==> config.mk <==
export PLATFORM = sky130hd
export DESIGN_NAME = bounded_ordered_list_engine_unit
export DESIGN_NICKNAME = d
export VERILOG_FILES = /design/src/hdl/bole_pkg.sv /design/src/hdl/bole_cell.sv /design/src/hdl/bole_ctrl.sv /design/src/hdl/bounded_ordered_list_engine_unit.sv
export VERILOG_INCLUDE_DIRS = /design/src /design/src/hdl
export SDC_FILE = /design/constraint.sdc
export NUM_CORES = 2
export LEC_CHECK = 0
export BUFFER_PORTS_ARGS = -buffer_cell sky130_fd_sc_hd__buf_4
export CAP_MARGIN = 40
export CORE_ASPECT_RATIO = 1.5
export CORE_UTILIZATION = 40
export DETAILED_ROUTE_END_ITERATION = 16
export PLACE_DENSITY = 0.61
export SKIP_LAST_GASP = 1
export SLEW_MARGIN = 20
export SYNTH_ARGS = -nofsm -noshare
export SYNTH_HDL_FRONTEND = slang
export SYNTH_HIERARCHICAL = 1
export SYNTH_SLANG_ARGS = --single-unit
==> constraint.sdc <==
create_clock -name clk -period 11.8 [get_ports clk]
set_input_delay 1.77 -clock clk [delete_from_list [all_inputs] [get_ports clk]]
set_output_delay 1.77 -clock clk [all_outputs]
set_load 0.01 [all_outputs]
==> src/hdl/bounded_ordered_list_engine_unit_macros.svh <==
// Assertion macros for the bounded ordered list engine.
// Included by RTL files that check their own logic; no other dependencies.
`ifndef BOUNDED_ORDERED_LIST_ENGINE_UNIT_MACROS_SVH
`define BOUNDED_ORDERED_LIST_ENGINE_UNIT_MACROS_SVH
`ifndef SYNTHESIS
// A condition that must hold at every clock edge outside reset.
`define BOLE_ASSERT_ALWAYS(LBL, CLK_SIG, RST_SIG, COND, MSG) \
  LBL: assert property (@(posedge CLK_SIG) disable iff (RST_SIG) (COND)) else $error(MSG);
// A consequence that must hold in the cycle after its trigger.
`define BOLE_ASSERT_NEXT(LBL, CLK_SIG, RST_SIG, ANTE, CONS, MSG) \
  LBL: assert property (@(posedge CLK_SIG) disable iff (RST_SIG) (ANTE) |=> (CONS)) \
    else $error(MSG);
`else
`define BOLE_ASSERT_ALWAYS(LBL, CLK_SIG, RST_SIG, COND, MSG)
`define BOLE_ASSERT_NEXT(LBL, CLK_SIG, RST_SIG, ANTE, CONS, MSG)
`endif
`endif

==> src/hdl/bole_pkg.sv <==
// Shared types and codes for the bounded ordered list engine.
// No dependencies; used by every module of the block.
package bole_pkg;

  localparam int DATA_W = 32;
  localparam int LEN_W  = 5;

  typedef enum logic [1:0] {
    REQ_INS_FRONT = 2'd0,
    REQ_INS_BACK  = 2'd1,
    REQ_REMOVE    = 2'd2,
    REQ_REVERSE   = 2'd3
  } req_t;

  typedef enum logic [1:0] {
    STAT_OK        = 2'd0,
    STAT_FULL      = 2'd1,
    STAT_NOT_FOUND = 2'd2,
    STAT_EMPTY     = 2'd3
  } status_t;

  typedef enum logic [1:0] {
    ST_IDLE,
    ST_SCAN,
    ST_REVERSE
  } state_t;

  typedef enum logic [2:0] {
    OP_HOLD,
    OP_PUSH_FRONT,
    OP_APPEND,
    OP_SHIFT_DOWN,
    OP_ROTATE,
    OP_REV_STEP,
    OP_REV_LAST
  } cell_op_t;

  typedef struct packed {
    cell_op_t           op;
    logic [DATA_W-1:0]  data;
  } cell_ctrl_t;

endpackage

==> src/hdl/bole_cell.sv <==
// One storage cell of the list chain: a list entry plus a spare stack entry.
// Depends on bole_pkg for the cell command struct.
module bole_cell import bole_pkg::*; #(
  parameter int CW  = 5,
  parameter int IDX = 0
) (
  input  logic              clk,
  input  cell_ctrl_t        ctrl,
  input  logic [CW-1:0]     count,
  input  logic [DATA_W-1:0] left_val,
  input  logic [DATA_W-1:0] right_val,
  input  logic [DATA_W-1:0] head_val,
  input  logic [DATA_W-1:0] stack_in,
  output logic [DATA_W-1:0] val,
  output logic [DATA_W-1:0] stack_val
);

  logic is_slot;
  logic is_tail;

  // The slot just past the last entry, and the last entry itself.
  assign is_slot = (count == CW'(IDX));
  assign is_tail = (count == CW'(IDX + 1));

  always_ff @(posedge clk) begin
    case (ctrl.op)
      OP_PUSH_FRONT: val <= left_val;
      OP_APPEND: begin
        if (is_slot) begin
          val <= ctrl.data;
        end
      end
      OP_SHIFT_DOWN: val <= right_val;
      OP_ROTATE:     val <= is_tail ? head_val : right_val;
      OP_REV_STEP: begin
        val       <= right_val;
        stack_val <= stack_in;
      end
      OP_REV_LAST:   val <= stack_in;
      default: begin
      end
    endcase
  end

endmodule

==> src/hdl/bole_ctrl.sv <==
// Sequencer of the list engine: entry count, command decode and cell commands.
// Depends on bole_pkg and on the assertion macro header.
`include "bounded_ordered_list_engine_unit_macros.svh"

module bole_ctrl import bole_pkg::*; #(
  parameter int MAX_ENTRIES = 16,
  parameter int CW          = 5
) (
  input  logic              clk,
  input  logic              rst,
  input  logic              start,
  input  logic [1:0]        req_type,
  input  logic [DATA_W-1:0] item_value,
  input  logic [DATA_W-1:0] head_val,
  output logic              busy,
  output logic              done,
  output status_t           result_status,
  output logic [CW-1:0]     count,
  output cell_ctrl_t        cell_ctrl
);

  state_t            state;
  state_t            state_next;
  logic [CW-1:0]     count_next;
  logic [CW-1:0]     steps;
  logic [CW-1:0]     steps_next;
  logic [DATA_W-1:0] target;
  logic [DATA_W-1:0] target_next;
  logic              found;
  logic              found_next;
  status_t           result_status_next;
  logic              done_next;
  req_t              req_in;
  logic              accept;
  logic              is_full;
  logic              hit;

  assign req_in  = req_t'(req_type);
  assign busy    = (state != ST_IDLE);
  assign accept  = start && !busy;
  assign is_full = (count == CW'(MAX_ENTRIES));
  assign hit     = !found && (head_val == target);

  // Next state.
  always_comb begin
    state_next = state;
    unique case (state)
      ST_IDLE: begin
        if (accept) begin
          if (req_in == REQ_REMOVE && count != '0) begin
            state_next = ST_SCAN;
          end else if (req_in == REQ_REVERSE && count >= CW'(2)) begin
            state_next = ST_REVERSE;
          end
        end
      end
      ST_SCAN: begin
        if (steps == CW'(1)) begin
          state_next = ST_IDLE;
        end
      end
      ST_REVERSE: begin
        if (steps == '0) begin
          state_next = ST_IDLE;
        end
      end
      default: state_next = ST_IDLE;
    endcase
  end

  // Datapath controls and result registers.
  always_comb begin
    cell_ctrl.op       = OP_HOLD;
    cell_ctrl.data     = item_value;
    count_next         = count;
    steps_next         = steps;
    target_next        = target;
    found_next         = found;
    result_status_next = result_status;
    done_next          = 1'b0;
    unique case (state)
      ST_IDLE: begin
        if (accept) begin
          unique case (req_in)
            REQ_INS_FRONT, REQ_INS_BACK: begin
              done_next = 1'b1;
              if (is_full) begin
                result_status_next = STAT_FULL;
              end else begin
                cell_ctrl.op = (req_in == REQ_INS_FRONT) ? OP_PUSH_FRONT : OP_APPEND;
                count_next = count + CW'(1);
                result_status_next = STAT_OK;
              end
            end
            REQ_REMOVE: begin
              if (count == '0) begin
                done_next = 1'b1;
                result_status_next = STAT_EMPTY;
              end else begin
                target_next = item_value;
                steps_next  = count;
                found_next  = 1'b0;
              end
            end
            REQ_REVERSE: begin
              if (count < CW'(2)) begin
                done_next = 1'b1;
                result_status_next = STAT_OK;
              end else begin
                steps_next = count - CW'(1);
              end
            end
            default: begin
            end
          endcase
        end
      end
      ST_SCAN: begin
        // The head entry is either dropped or rotated to the tail.
        cell_ctrl.op = hit ? OP_SHIFT_DOWN : OP_ROTATE;
        if (hit) begin
          count_next = count - CW'(1);
        end
        found_next = found || hit;
        steps_next = steps - CW'(1);
        if (steps == CW'(1)) begin
          done_next = 1'b1;
          result_status_next = (found || hit) ? STAT_OK : STAT_NOT_FOUND;
        end
      end
      ST_REVERSE: begin
        if (steps != '0) begin
          cell_ctrl.op = OP_REV_STEP;
          steps_next   = steps - CW'(1);
        end else begin
          cell_ctrl.op = OP_REV_LAST;
          done_next    = 1'b1;
          result_status_next = STAT_OK;
        end
      end
      default: begin
      end
    endcase
  end

  always_ff @(posedge clk) begin
    if (rst) begin
      state <= ST_IDLE;
      count <= '0;
      steps <= '0;
      found <= 1'b0;
      done  <= 1'b0;
      result_status <= STAT_OK;
    end else begin
      state <= state_next;
      count <= count_next;
      steps <= steps_next;
      found <= found_next;
      done  <= done_next;
      result_status <= result_status_next;
    end
  end

  always_ff @(posedge clk) begin
    target <= target_next;
  end

  `BOLE_ASSERT_ALWAYS(a_count_bound, clk, rst, count <= CW'(MAX_ENTRIES), "entry count above capacity")
  `BOLE_ASSERT_ALWAYS(a_done_idle, clk, rst, !done || state == ST_IDLE, "result strobe while still working")
  `BOLE_ASSERT_NEXT(a_full_drop, clk, rst, accept && is_full && (req_in == REQ_INS_FRONT || req_in == REQ_INS_BACK), done && result_status == STAT_FULL && count == $past(count), "insert into full list not dropped")
  `BOLE_ASSERT_NEXT(a_scan_shrink, clk, rst, state == ST_SCAN, count == $past(count) || count == $past(count) - 1'b1, "remove changed the count by more than one")
  `BOLE_ASSERT_NEXT(a_empty_remove, clk, rst, accept && count == '0 && req_in == REQ_REMOVE, done && result_status == STAT_EMPTY, "remove from empty list not reported")

endmodule

==> src/hdl/bounded_ordered_list_engine_unit.sv <==
// Top level of the bounded ordered list engine: sequencer plus a chain of cells.
// Depends on bole_pkg, bole_cell and bole_ctrl.
//
// This block keeps an ordered list of up to MAX_ENTRIES signed 32-bit values
// in a row of cells, the front of the list in cell 0. A transaction is taken
// at a rising edge where start is high and busy is low, and every transaction
// gives exactly one result: done is high for one cycle, and in that cycle
// status, length, front_value and is_empty describe the list after the
// transaction. The receiver cannot stall, so results must be sampled in the
// done cycle. For inserts at the front or back, done follows in the next
// cycle, busy stays low, and a new transaction may be started every cycle.
// A remove keeps busy high while the entries pass one per cycle through
// the single comparator at the head of the chain (each is either dropped
// or rotated to the tail); done follows in the cycle after the last one.
// A reverse of two or more entries pops the entries from the head into the
// spare stack row, and its last step copies the stack back. A full insert,
// a remove on an empty list and a reverse of fewer than two entries answer
// with done in the next cycle. A new transaction may be started in the
// same cycle that done is high. There is no clearing pass: the cell storage
// is left as it is at reset, and only entries below length are ever shown.

module bounded_ordered_list_engine_unit import bole_pkg::*; #(
  parameter int MAX_ENTRIES = 16
) (
  input  logic                     clk,
  input  logic                     rst,
  input  logic                     start,
  output logic                     busy,
  input  logic [1:0]               req_type,
  input  logic signed [DATA_W-1:0] item_value,
  output logic                     done,
  output logic [1:0]               status,
  output logic [LEN_W-1:0]         length,
  output logic signed [DATA_W-1:0] front_value,
  output logic                     is_empty
);

  // The count must hold the capacity itself.
  localparam int CW = $clog2(MAX_ENTRIES + 1);

  cell_ctrl_t        cell_ctrl;
  status_t           result_status;
  logic [CW-1:0]     count;
  logic [DATA_W-1:0] cell_val  [MAX_ENTRIES];
  logic [DATA_W-1:0] stack_val [MAX_ENTRIES];

  bole_ctrl #(
    .MAX_ENTRIES (MAX_ENTRIES),
    .CW          (CW)
  ) u_ctrl (
    .clk           (clk),
    .rst           (rst),
    .start         (start),
    .req_type      (req_type),
    .item_value    (item_value),
    .head_val      (cell_val[0]),
    .busy          (busy),
    .done          (done),
    .result_status (result_status),
    .count         (count),
    .cell_ctrl     (cell_ctrl)
  );

  // Each cell sees its two neighbors, the head entry and the stack entry of
  // the cell before it. Cell 0 takes new front values and feeds the stack.
  for (genvar i = 0; i < MAX_ENTRIES; i++) begin : g_cell
    logic [DATA_W-1:0] left_val;
    logic [DATA_W-1:0] right_val;
    logic [DATA_W-1:0] stack_in;

    if (i == 0) begin : g_first
      assign left_val = cell_ctrl.data;
      assign stack_in = cell_val[0];
    end else begin : g_inner
      assign left_val = cell_val[i-1];
      assign stack_in = stack_val[i-1];
    end

    if (i == MAX_ENTRIES - 1) begin : g_last
      assign right_val = cell_val[i];
    end else begin : g_mid
      assign right_val = cell_val[i+1];
    end

    bole_cell #(
      .CW  (CW),
      .IDX (i)
    ) u_cell (
      .clk       (clk),
      .ctrl      (cell_ctrl),
      .count     (count),
      .left_val  (left_val),
      .right_val (right_val),
      .head_val  (cell_val[0]),
      .stack_in  (stack_in),
      .val       (cell_val[i]),
      .stack_val (stack_val[i])
    );
  end

  // Results are read straight from the state registers in the done cycle.
  assign status      = result_status;
  assign length      = LEN_W'(count);
  assign is_empty    = (count == '0);
  assign front_value = (count != '0) ? cell_val[0] : '0;

endmodule
==> impl_metrics.env <==
export IMPL_syn_to_final_growth_pct=7.75
export IMPL_fp_row_count=178
export IMPL_root_buffer="clkbuf_16"
export IMPL_drt_iter0_drc=5538
export IMPL_timing_final_crit_period_ns=6.30
export IMPL_drive_above_1_share_pct=13.6
export IMPL_max_cap_viol_count=0
export IMPL_ctsLongestPathBuffers=3
export IMPL_hp_class="register to register"
export IMPL_clk_pin_slew_ns=0.07
export IMPL_core_area_um2=157000
export IMPL_syn_num_nets=6253
export IMPL_worstMarginPinSlew_ns=0.918
export IMPL_io_buffers=78
export IMPL_syn_area_per_cell_um2=10.2
export IMPL_endpoint_kind="register"
export IMPL_dr_pass1_iters=8
export IMPL_grt_pass1_wl_um=315000
export IMPL_ctsHoldBuffers=0
export IMPL_clock_sinks=1040
export IMPL_required_ns=12.37
export IMPL_crit_family="buffers and inverters"
export IMPL_post_cts_resized=0
export IMPL_grt_pass1_vias=51400
export IMPL_fmax_mhz=159
export IMPL_path_common_cell="buf_4"
export IMPL_crit_arrival_ns=6.86
export IMPL_drt_wl_total_um=207000
export IMPL_grtUsageTotal_pct=25.1
export IMPL_yosysWarnings=6
export IMPL_clkLatencyLatePin_ns=0.75
export IMPL_cts_max_level=3
export IMPL_antenna_found_initial=6
export IMPL_wire_per_inst_um=25.6
export IMPL_max_stage_delay_ns=0.78
export IMPL_start_util_pct=40.3
export IMPL_nets=5966
export IMPL_die_x_um=327
export IMPL_die_y_um=489
export IMPL_die_area_um2=160000
export IMPL_drt_vias_per_instance=6.42
export IMPL_route_detailed_drc=0
export IMPL_dpl_hpwl_um=133000
export IMPL_path_cells="buf_4, xnor2_1, nand4_1, or4_1, nor4_2, o22ai_4, buf_4, buf_12, buf_4, buf_4, nor3b_4, buf_4, nand3_1, a31oi_1"
export IMPL_drv_slew=0
export IMPL_drtAntennaViolNets=0
export IMPL_cp_slowest_cell="buf_4"
export IMPL_io_pins=79
export IMPL_grt_max_degree=154
export IMPL_vias=51800
export IMPL_status="finished clean"
export IMPL_setup_viol=0
export IMPL_synth_area_um2=63200
export IMPL_critPathMaxFanout=70
export IMPL_hold_viol=0
export IMPL_netlist_instances=6205
export IMPL_leakage_nw=19.9
export IMPL_cts_setup_buffers=0
export IMPL_globalplace_congestion=0.857
export IMPL_clock_skew_final_ns=0.0249
export IMPL_path_buf_inv=6
export IMPL_grt_overflow=0
export IMPL_rsz0062_at_grt="false"
export IMPL_peakVddDrop_v=0.000118
export IMPL_tns_ns=0
export IMPL_hold_ws_ns=0.431
export IMPL_cts_tree="built"
export IMPL_worstSetupPathType="register to register"
export IMPL_start_kind="register"
export IMPL_p_per_area_nw_per_um2=207
export IMPL_maxSlewHeadroom_pct=38.8
export IMPL_fillers=14700
export IMPL_cts_buffers=107
export IMPL_finalCritPeriodShare_pct=53.4
[worst reg2reg max path, stage by stage (launching register included)]
cell and delay [ns]:
edfxtp_1 0.33, buf_4 0.43, xnor2_1 0.13, nand4_1 0.29
or4_1 0.38, nor4_2 0.13, o22ai_4 0.67, buf_4 0.55
buf_12 0.41, buf_4 0.64, buf_4 0.84, nor3b_4 0.34
buf_4 0.55, nand3_1 0.22, a31oi_1 0.22
[per-stage QoR]
stage | worst slack, ns | cells | util [%] | area [µm²] | power (W)
after CTS | 5.56 | 8068 | 43.3 | 67900 | 0.0140
after global routing | 5.38 | 8078 | 43.4 | 68100 | 0.0147
final | 5.50 | 8080 | 43.4 | 68100 | 0.0141
after floorplan | 2.31 | 6205 | - | 63200 | 0.00893
after detailed placement | 5.59 | 7871 | 41.1 | 64400 | 0.0105
after global placement | 5.62 | 7854 | 40.8 | 64000 | 0.0103
[registers in the layout, summed over array words and instances (netlist names)]
| name | cells |
|---|---|
| u_ctrl/target | 32 |
| u_ctrl/count | 5 |
| g_cell.u_cell/val | 512 |
| u_ctrl/found | 1 |
| g_cell.u_cell/stack_val | 480 |
| u_ctrl/result_status | 2 |
| u_ctrl/state | 2 |
| u_ctrl/done | 1 |
| u_ctrl/steps | 5 |
[per-layer routing]
layer	part of all wire [%]	wire length, µm	global-route usage, %
met1	39	79600	30.6
met2	50	103000	43.9
met3	7.4	15300	2.71
met4	4.2	8730	12.4
met5	0.012	25	0
[final timing paths]
| path | from | slack [ns] | depth (start not counted) | endpoint |
|---|---|---|---|---|
| setup / recovery | g_cell[0].u_cell/val[26] | 5.50 | 14 | g_cell[5].u_cell/val[4] |
| hold reg to reg | g_cell[6].u_cell/stack_val[24] | 0.43 | 0 | g_cell[7].u_cell/stack_val[24] |
| setup reg to reg | g_cell[0].u_cell/val[26] | 5.50 | 14 | g_cell[5].u_cell/val[4] |
| hold / removal | g_cell[6].u_cell/stack_val[24] | 0.43 | 0 | g_cell[7].u_cell/stack_val[24] |
[layout by cell type (no fill, tap or decap), types with 6 or more instances in the layout]
| cell type | n |
|---|---|
| ha_1 | 11 |
| and3b_2 | 8 |
| a21oi_2 | 11 |
| nand3_1 | 1032 |
| a311oi_1 | 13 |
| nand2_1 | 30 |
| nor2_1 | 542 |
| clkinv_2 | 23 |
| a31oi_1 | 516 |
| clkbuf_16 | 107 |
| a21oi_4 | 23 |
| nand2b_1 | 515 |
| nor3_1 | 11 |
| buf_4 | 243 |
| a211oi_1 | 244 |
| xnor2_1 | 20 |
| o21ai_0 | 6 |
| bufinv_16 | 13 |
| edfxtp_1 | 1024 |
| and2_1 | 15 |
| clkinv_1 | 21 |
| xor2_1 | 17 |
| inv_1 | 18 |
| dfxtp_1 | 13 |
| and2_4 | 16 |
| nor3b_4 | 16 |
| o21a_1 | 512 |
| and3b_1 | 7 |
| buf_12 | 12 |
| clkbuf_1 | 17 |
| and4b_1 | 6 |
| buf_16 | 12 |
| a211oi_2 | 272 |
| a21oi_1 | 527 |
| a21boi_1 | 27 |
| nor2b_1 | 8 |
[final cells by class]
| class | count | area, µm² | share of cell area, % |
|---|---|---|---|
| sequential | 1040 | 31100 | 45.6 |
| multi-input combinational | 4478 | 28300 | 41.6 |
| clock buffer | 129 | 2810 | 4.13 |
| tap | 2070 | 2590 | 3.80 |
| timing repair buffer | 273 | 2480 | 3.64 |
| clock inverter | 68 | 729 | 1.07 |
| inverter | 18 | 67.6 | 0.0992 |
| antenna | 4 | 10.0 | 0.0147 |
[report_power, final]
part | switching (W) | internal [W]
registers | 0.000627 | 0.00514
logic | 0.00310 | 0.00166
clock network | 0.00156 | 0.00198
total | 0.00529 | 0.00878
(Power assumes the default switching activity.)
